<file path="src/rtl/alle_pkg.sv">
`timescale 1ns / 1ps
`default_nettype none

package alle_pkg;

   // default sizing of the stores
   localparam int DEPTH_DEF      = 1024;
   localparam int DATA_WIDTH_DEF = 32;

   // fixed port field widths
   localparam int OP_W     = 2;
   localparam int K_W      = 11;
   localparam int VALUE_W  = 32;
   localparam int STATUS_W = 2;
   localparam int SLOT_W   = 10;

   typedef enum logic [OP_W-1:0] {
      OP_INS_HEAD  = 2'd0,
      OP_DEL_AFTER = 2'd1,
      OP_INS_AFTER = 2'd2,
      OP_TAKE_HEAD = 2'd3
   } op_type;

   typedef enum logic [STATUS_W-1:0] {
      ST_OK        = 2'd0,
      ST_EMPTY     = 2'd1,
      ST_FULL      = 2'd2,
      ST_BAD_INDEX = 2'd3
   } status_type;

   // store address source
   typedef enum logic [1:0] {
      ADDR_HEAD   = 2'd0,
      ADDR_ANCHOR = 2'd1,
      ADDR_RDATA  = 2'd2,
      ADDR_COUNT  = 2'd3
   } addr_sel_type;

   // next-store write data source
   typedef enum logic [1:0] {
      WD_HEAD  = 2'd0,
      WD_RDATA = 2'd1,
      WD_COUNT = 2'd2
   } wdata_sel_type;

   // result slot source
   typedef enum logic [1:0] {
      SLOT_ZERO  = 2'd0,
      SLOT_COUNT = 2'd1,
      SLOT_HEAD  = 2'd2
   } slot_sel_type;

   // controller to datapath
   typedef struct packed {
      logic          latch_req;
      logic          mem_en;
      logic          mem_we;
      logic          value_we;
      addr_sel_type  addr_sel;
      wdata_sel_type wdata_sel;
      logic          head_load;
      logic          head_from_rd;
      logic          count_inc;
      logic          res_load;
      status_type    res_status;
      logic          res_take;
      slot_sel_type  slot_sel;
      logic          out_load;
   } ctrl_cmd_type;

   // datapath to controller
   typedef struct packed {
      op_type op;
      logic   k_zero;
      logic   k_bad;
      logic   full;
      logic   head_null;
      logic   rd_null;
   } ctrl_stat_type;

endpackage

`default_nettype wire

</file>
<file path="src/rtl/alle_ctrl.sv">
`timescale 1ns / 1ps
`default_nettype none

module alle_ctrl (
   input  wire logic                   clock,
   input  wire logic                   reset,
   input  wire logic                   req_valid,
   output logic                        req_stall,
   output logic                        rsp_valid,
   input  wire logic                   rsp_stall,
   input  wire alle_pkg::ctrl_stat_type stat,
   output alle_pkg::ctrl_cmd_type      cmd
);
   import alle_pkg::*;

   typedef enum logic [6:0] {
      S_IDLE      = 7'b0000001,
      S_CHECK     = 7'b0000010,
      S_RD_HEAD   = 7'b0000100,
      S_RD_ANCHOR = 7'b0001000,
      S_RD_SUCC   = 7'b0010000,
      S_LINK      = 7'b0100000,
      S_RESP      = 7'b1000000
   } state_type;

   state_type state_ff, state_in;
   logic      rsp_valid_ff, rsp_valid_in;

   assign req_stall = (state_ff != S_IDLE);
   assign rsp_valid = rsp_valid_ff;

   // sequence one operation through the stores
   always_comb begin
      state_in         = state_ff;
      cmd.latch_req    = 1'b0;
      cmd.mem_en       = 1'b0;
      cmd.mem_we       = 1'b0;
      cmd.value_we     = 1'b0;
      cmd.addr_sel     = ADDR_HEAD;
      cmd.wdata_sel    = WD_HEAD;
      cmd.head_load    = 1'b0;
      cmd.head_from_rd = 1'b0;
      cmd.count_inc    = 1'b0;
      cmd.res_load     = 1'b0;
      cmd.res_status   = ST_OK;
      cmd.res_take     = 1'b0;
      cmd.slot_sel     = SLOT_ZERO;
      cmd.out_load     = 1'b0;
      unique case (state_ff)
         S_IDLE: begin
            if (req_valid) begin
               cmd.latch_req = 1'b1;
               state_in      = S_CHECK;
            end
         end
         S_CHECK: begin
            state_in = S_RESP;
            unique case (stat.op)
               OP_INS_HEAD: begin
                  cmd.res_load = 1'b1;
                  if (stat.full) begin
                     cmd.res_status = ST_FULL;
                  end else begin
                     cmd.mem_en    = 1'b1;
                     cmd.mem_we    = 1'b1;
                     cmd.value_we  = 1'b1;
                     cmd.addr_sel  = ADDR_COUNT;
                     cmd.wdata_sel = WD_HEAD;
                     cmd.head_load = 1'b1;
                     cmd.count_inc = 1'b1;
                     cmd.slot_sel  = SLOT_COUNT;
                  end
               end
               OP_DEL_AFTER: begin
                  if (stat.k_zero) begin
                     if (stat.head_null) begin
                        cmd.res_load   = 1'b1;
                        cmd.res_status = ST_EMPTY;
                     end else begin
                        cmd.mem_en   = 1'b1;
                        cmd.addr_sel = ADDR_HEAD;
                        state_in     = S_RD_HEAD;
                     end
                  end else if (stat.k_bad) begin
                     cmd.res_load   = 1'b1;
                     cmd.res_status = ST_BAD_INDEX;
                  end else begin
                     cmd.mem_en   = 1'b1;
                     cmd.addr_sel = ADDR_ANCHOR;
                     state_in     = S_RD_ANCHOR;
                  end
               end
               OP_INS_AFTER: begin
                  if (stat.k_zero || stat.k_bad) begin
                     cmd.res_load   = 1'b1;
                     cmd.res_status = ST_BAD_INDEX;
                  end else if (stat.full) begin
                     cmd.res_load   = 1'b1;
                     cmd.res_status = ST_FULL;
                  end else begin
                     cmd.mem_en   = 1'b1;
                     cmd.addr_sel = ADDR_ANCHOR;
                     state_in     = S_RD_ANCHOR;
                  end
               end
               OP_TAKE_HEAD: begin
                  if (stat.head_null) begin
                     cmd.res_load   = 1'b1;
                     cmd.res_status = ST_EMPTY;
                  end else begin
                     cmd.mem_en   = 1'b1;
                     cmd.addr_sel = ADDR_HEAD;
                     state_in     = S_RD_HEAD;
                  end
               end
               default: ;
            endcase
         end
         S_RD_HEAD: begin
            // advance the head past the old head slot
            cmd.head_load    = 1'b1;
            cmd.head_from_rd = 1'b1;
            cmd.res_load     = 1'b1;
            if (stat.op == OP_TAKE_HEAD) begin
               cmd.res_take = 1'b1;
               cmd.slot_sel = SLOT_HEAD;
            end
            state_in = S_RESP;
         end
         S_RD_ANCHOR: begin
            if (stat.op == OP_INS_AFTER) begin
               // new slot inherits the anchor's link
               cmd.mem_en    = 1'b1;
               cmd.mem_we    = 1'b1;
               cmd.value_we  = 1'b1;
               cmd.addr_sel  = ADDR_COUNT;
               cmd.wdata_sel = WD_RDATA;
               state_in      = S_LINK;
            end else if (stat.rd_null) begin
               cmd.res_load   = 1'b1;
               cmd.res_status = ST_EMPTY;
               state_in       = S_RESP;
            end else begin
               cmd.mem_en   = 1'b1;
               cmd.addr_sel = ADDR_RDATA;
               state_in     = S_RD_SUCC;
            end
         end
         S_RD_SUCC: begin
            // bypass the successor
            cmd.mem_en    = 1'b1;
            cmd.mem_we    = 1'b1;
            cmd.addr_sel  = ADDR_ANCHOR;
            cmd.wdata_sel = WD_RDATA;
            cmd.res_load  = 1'b1;
            state_in      = S_RESP;
         end
         S_LINK: begin
            // point the anchor at the new slot
            cmd.mem_en    = 1'b1;
            cmd.mem_we    = 1'b1;
            cmd.addr_sel  = ADDR_ANCHOR;
            cmd.wdata_sel = WD_COUNT;
            cmd.count_inc = 1'b1;
            cmd.res_load  = 1'b1;
            cmd.slot_sel  = SLOT_COUNT;
            state_in      = S_RESP;
         end
         S_RESP: begin
            if (!rsp_valid_ff || !rsp_stall) begin
               cmd.out_load = 1'b1;
               state_in     = S_IDLE;
            end
         end
         default: begin
            state_in = S_IDLE;
         end
      endcase
   end

   // hold the output word until taken
   always_comb begin
      rsp_valid_in = rsp_valid_ff;
      if (cmd.out_load) begin
         rsp_valid_in = 1'b1;
      end else if (!rsp_stall) begin
         rsp_valid_in = 1'b0;
      end
   end

   always_ff @(posedge clock) begin
      if (reset) begin
         state_ff     <= S_IDLE;
         rsp_valid_ff <= 1'b0;
      end else begin
         state_ff     <= state_in;
         rsp_valid_ff <= rsp_valid_in;
      end
   end

endmodule

`default_nettype wire

</file>
<file path="config.mk">
export PLATFORM = sky130hd
export DESIGN_NAME = alle_ctrl
export DESIGN_NICKNAME = d
export VERILOG_FILES = /design/src/rtl/alle_pkg.sv /design/src/rtl/alle_ctrl.sv
export SDC_FILE = /design/constraint.sdc
export NUM_CORES = 1
export LEC_CHECK = 0
export BUFFER_PORTS_ARGS = -buffer_cell sky130_fd_sc_hd__buf_2
export CAP_MARGIN = 5
export CORE_MARGIN = 2
export CORE_UTILIZATION = 49
export DETAILED_ROUTE_END_ITERATION = 7
export GPL_ROUTABILITY_DRIVEN = 0
export PLACE_DENSITY = 0.89
export SLEW_MARGIN = 20
export SYNTH_ARGS = -nofsm -noshare
export SYNTH_HDL_FRONTEND = slang
export SYNTH_SLANG_ARGS = --single-unit
export TNS_END_PERCENT = 50
</file>
<file path="constraint.sdc">
create_clock -name clock -period 6.4 [get_ports clock]
set_input_delay 1.28 -clock clock [delete_from_list [all_inputs] [get_ports clock]]
set_output_delay 1.28 -clock clock [all_outputs]
set_load 0.03 [all_outputs]
</file>
==> impl_summary.txt <==
----------------------------------------------------
[STA]
  Final Hold Viols ... 0
  Final Max Tran Viols ... 0
  Slew at the pin closest to its max-slew limit ... roughly 0.6 ns
  Min Tclk post-route ... just under 4 ns
  Highest clock frequency the design can meet ... 0.2522 GHz
  Total of endpoints with negative setup slack in the final report ... 0
  Final period utilization ... a little over 60%
  Setup repair after global routing missed its margin ... false
  Relative slew slack ... 58.92%
  Post-Route Hold Slack ... approximately 0.54 ns
  Setup tns final ... 0 ns
  Maximum clock skew at final layout ... around 0.0011 ns

[Drt]
  Avg WL per Cell ... roughly 14 um
  Drc violations ... 0
  Vias after detailed routing ... about 900
  Antenna Nets Post-Route ... 0
  Starting DRT DRC Count ... 42
  Post-detailed-routing wire length ... 2031 um
  First-pass DRT Iterations ... 4
  Via density ... around 6.3

[Synthesis]
  Post-synth top area cell ... dfxtp_1
  Combined area of all synthesized cells ... between 700 and 800 um^2
  Post-synthesis average cell area ... 7.132 um^2
  Net count after synthesis ... roughly 110
  Sequential share of the synthesized area ... ~22%
  Synthesis warning total ... 0
  Area contributors post-synth ... dfxtp_1 22%, nor2_1 5.8%, a21oi_1 4.9%, nand2b_1 4.4%, nand2_1 4.2%
  Fraction of post-synthesis cell area in the top cell type by area ... about 22%
  #FFs+latches synth ... 8
  Number of unique standard cell types used by synthesis ... 40
  Synthesized instance count ... 100

[Die]
  Width of the chip ... roughly 42 um
  Placeable Area ... 1334 um^2
  Standard-cell rows ... 13
  Initial core utilization ... a little over half
  Die Footprint ... 1777 um^2
  I/O pin count ... 31
  Die height ... roughly 42 um

[Min path]
  Worst hold path startpoint ... rsp_valid
  Min-Delay Path Class ... flip-flop to flip-flop
  Hold Crit Depth ... 2
  Terminating pin of the worst hold path ... rsp_valid

[Worst setup path]
  Arrival @ worst endpoint ... roughly 2.7 ns
  Required time of the critical path ... just over 5 ns
  Register-to-register setup slack ... 4.25 ns
  Critical Path Start ... stat[6]
  Critical R2R Capture ... state_ff[6]
  Type of element launching the critical path ... primary input
  R2r worst-path depth ... 4
  Kind of critical path ... primary input to output pin
  Endpoint kind of the worst setup timing path ... output pin
  Largest fanout on the critical path ... 13
  Reg2reg start ... state_ff[4]

[Global routing]
  Pin count of the biggest net entering global routing ... 14
  GR Util All Layers ... a little under a quarter
  Wire length of the first global-routing pass ... 3229 um
  Number of antenna violations at the first check in global routing ... 0
  Grt ovf ... 0
  Vias in the first global route ... approximately 740

[Layout]
  Commonest cells after routing, fill and taps aside ... 30 x buf_2, 11 x nor2_1, 8 x nand2_1, 8 x dfxtp_1, 7 x a21oi_1
  Count of fill cells added during filler insertion ... approximately 130
  # diodes ... 0
  Area of the multi-input gates ... ~500 um^2
  Fraction of layout instances using a drive strength above 1 ... between 20% and 30%
  Final instance area ... slightly below 900 um^2
  Post-Route Utilization ... between 60% and 70%
  Total Nets Final ... 139
  Leading cell type in the layout, fill and taps excluded ... buf_2
  Area grow syn2layout ... 21.40%
  Seq. cell area ... roughly 160 um^2

[CTS]
  # H-tree levels ... 1
  Quantity of hold-fixing buffers added after cts ... 0
  Maximum clock path buffer count ... 2
  Number of sinks on the clock net ... 8
  Post-cts gate resize count ... 0
  Inserted Clock Buffers ... 3
  Post-CTS Setup Inserts ... 0
  Clock network latency to the later pin of the worst-skew pair ... between 0.2 and 0.3 ns
  Clock tree from TritonCTS ... done
  Clk pin slew, worst setup/hold paths ... 0.06 ns
  CTS root buffer ... clkbuf_4

[Power and ir drop]
  Standby leakage power ... roughly 0.43 nW
  Power density over cell area ... between 150 and 200 nW/um^2
  IR Drop Worst-Case VDD ... 112.4 uV

[Place]
  Number of input and output port buffers inserted ... 30
  Post-detail-place hpwl ... 1517 um
  Placed Area ... roughly 840 um^2

[Status]
  Run status ... complete, no violations

[Job]
  Max-cap violations ... 0

----------------------------------------------------
## critical path: stages
cell and delay (ns):
buf_2 0.19, or4bb_1 0.49, a21oi_1 0.19, o31ai_1 0.17, o2111ai_1 0.13, buf_2 0.22
## worst max-delay path by stage
stage	endpoint	slack [ns]
2_1_floorplan	cmd[4]	2.32
3_3_place_gp	cmd[16]	2.53
3_5_place_dp	cmd[16]	2.48
4_1_cts	cmd[16]	2.47
5_1_grt	cmd[16]	2.40
6_report	cmd[16]	2.44
## per-layer routing
metal	up-vias	global-route usage, %	part of all wire (%)
met1	406	29.95	43
met3	7	3.448	6.7
met2	43	37.19	47
li1	430	-	-
met4	0	13.13	2.4
met5	-	0	0
## state kept, by name, indices dropped and copies added (netlist names)
signal     count
state_ff       7
rsp_valid      1
## kinds of logic after synthesis
| logic type | after synthesis | share of synthesized area [%] |
|---|---|---|
| AO/OA/AOI/OAI | 23 | 21.93 |
| flip-flops | 8 | 22.46 |
| XOR/XNOR | 2 | 2.457 |
| AND/OR/NAND/NOR | 55 | 45.09 |
| buffers and inverters | 12 | 8.068 |
## area by class of cell
cell class	count	share of cell area, %
flip-flops and latches	8	18.50
multi-input cells	80	57.23
well taps	15	2.168
clock buffers	3	2.601
inverters	5	2.168
repair buffers	30	17.34
## Yosys cell counts (all sizes together)
cell / count
a21oi: 7
a22oi: 1
a311o: 1
a311oi: 1
and3: 3
and4: 1
and4b: 1
buf: 3
clkbuf: 4
dfxtp: 8
inv: 5
nand2: 8
nand2b: 5
nand3: 5
nand3b: 1
nand4b: 1
nor2: 11
nor2b: 3
nor3: 5
nor4: 2
nor4b: 2
o2111ai: 1
o211ai: 1
o21a: 2
o21ai: 4
o221ai: 1
o31ai: 1
o32a: 1
o41ai: 2
or2: 1
or3: 1
or4: 2
or4b: 2
or4bb: 1
xor2: 2
## report_power, final
| part | internal, W | switching [W] |
|---|---|---|
| combinational | 0.0000138 | 0.0000238 |
| sequential | 0.0000515 | 0.00000360 |
| clock | 0.0000216 | 0.0000196 |
## stage by stage
stage / total power (W) / instances / setup slack, ns
2_1_floorplan: 0.00008180 / 100 / 2.319
3_3_place_gp: 0.00009167 / 138 / 2.529
3_5_place_dp: 0.00009312 / 138 / 2.476
4_1_cts: 0.0001334 / 141 / 2.472
5_1_grt: 0.0001395 / 141 / 2.401
6_report: 0.0001339 / 141 / 2.435
Power figures use the tool's default switching activity.
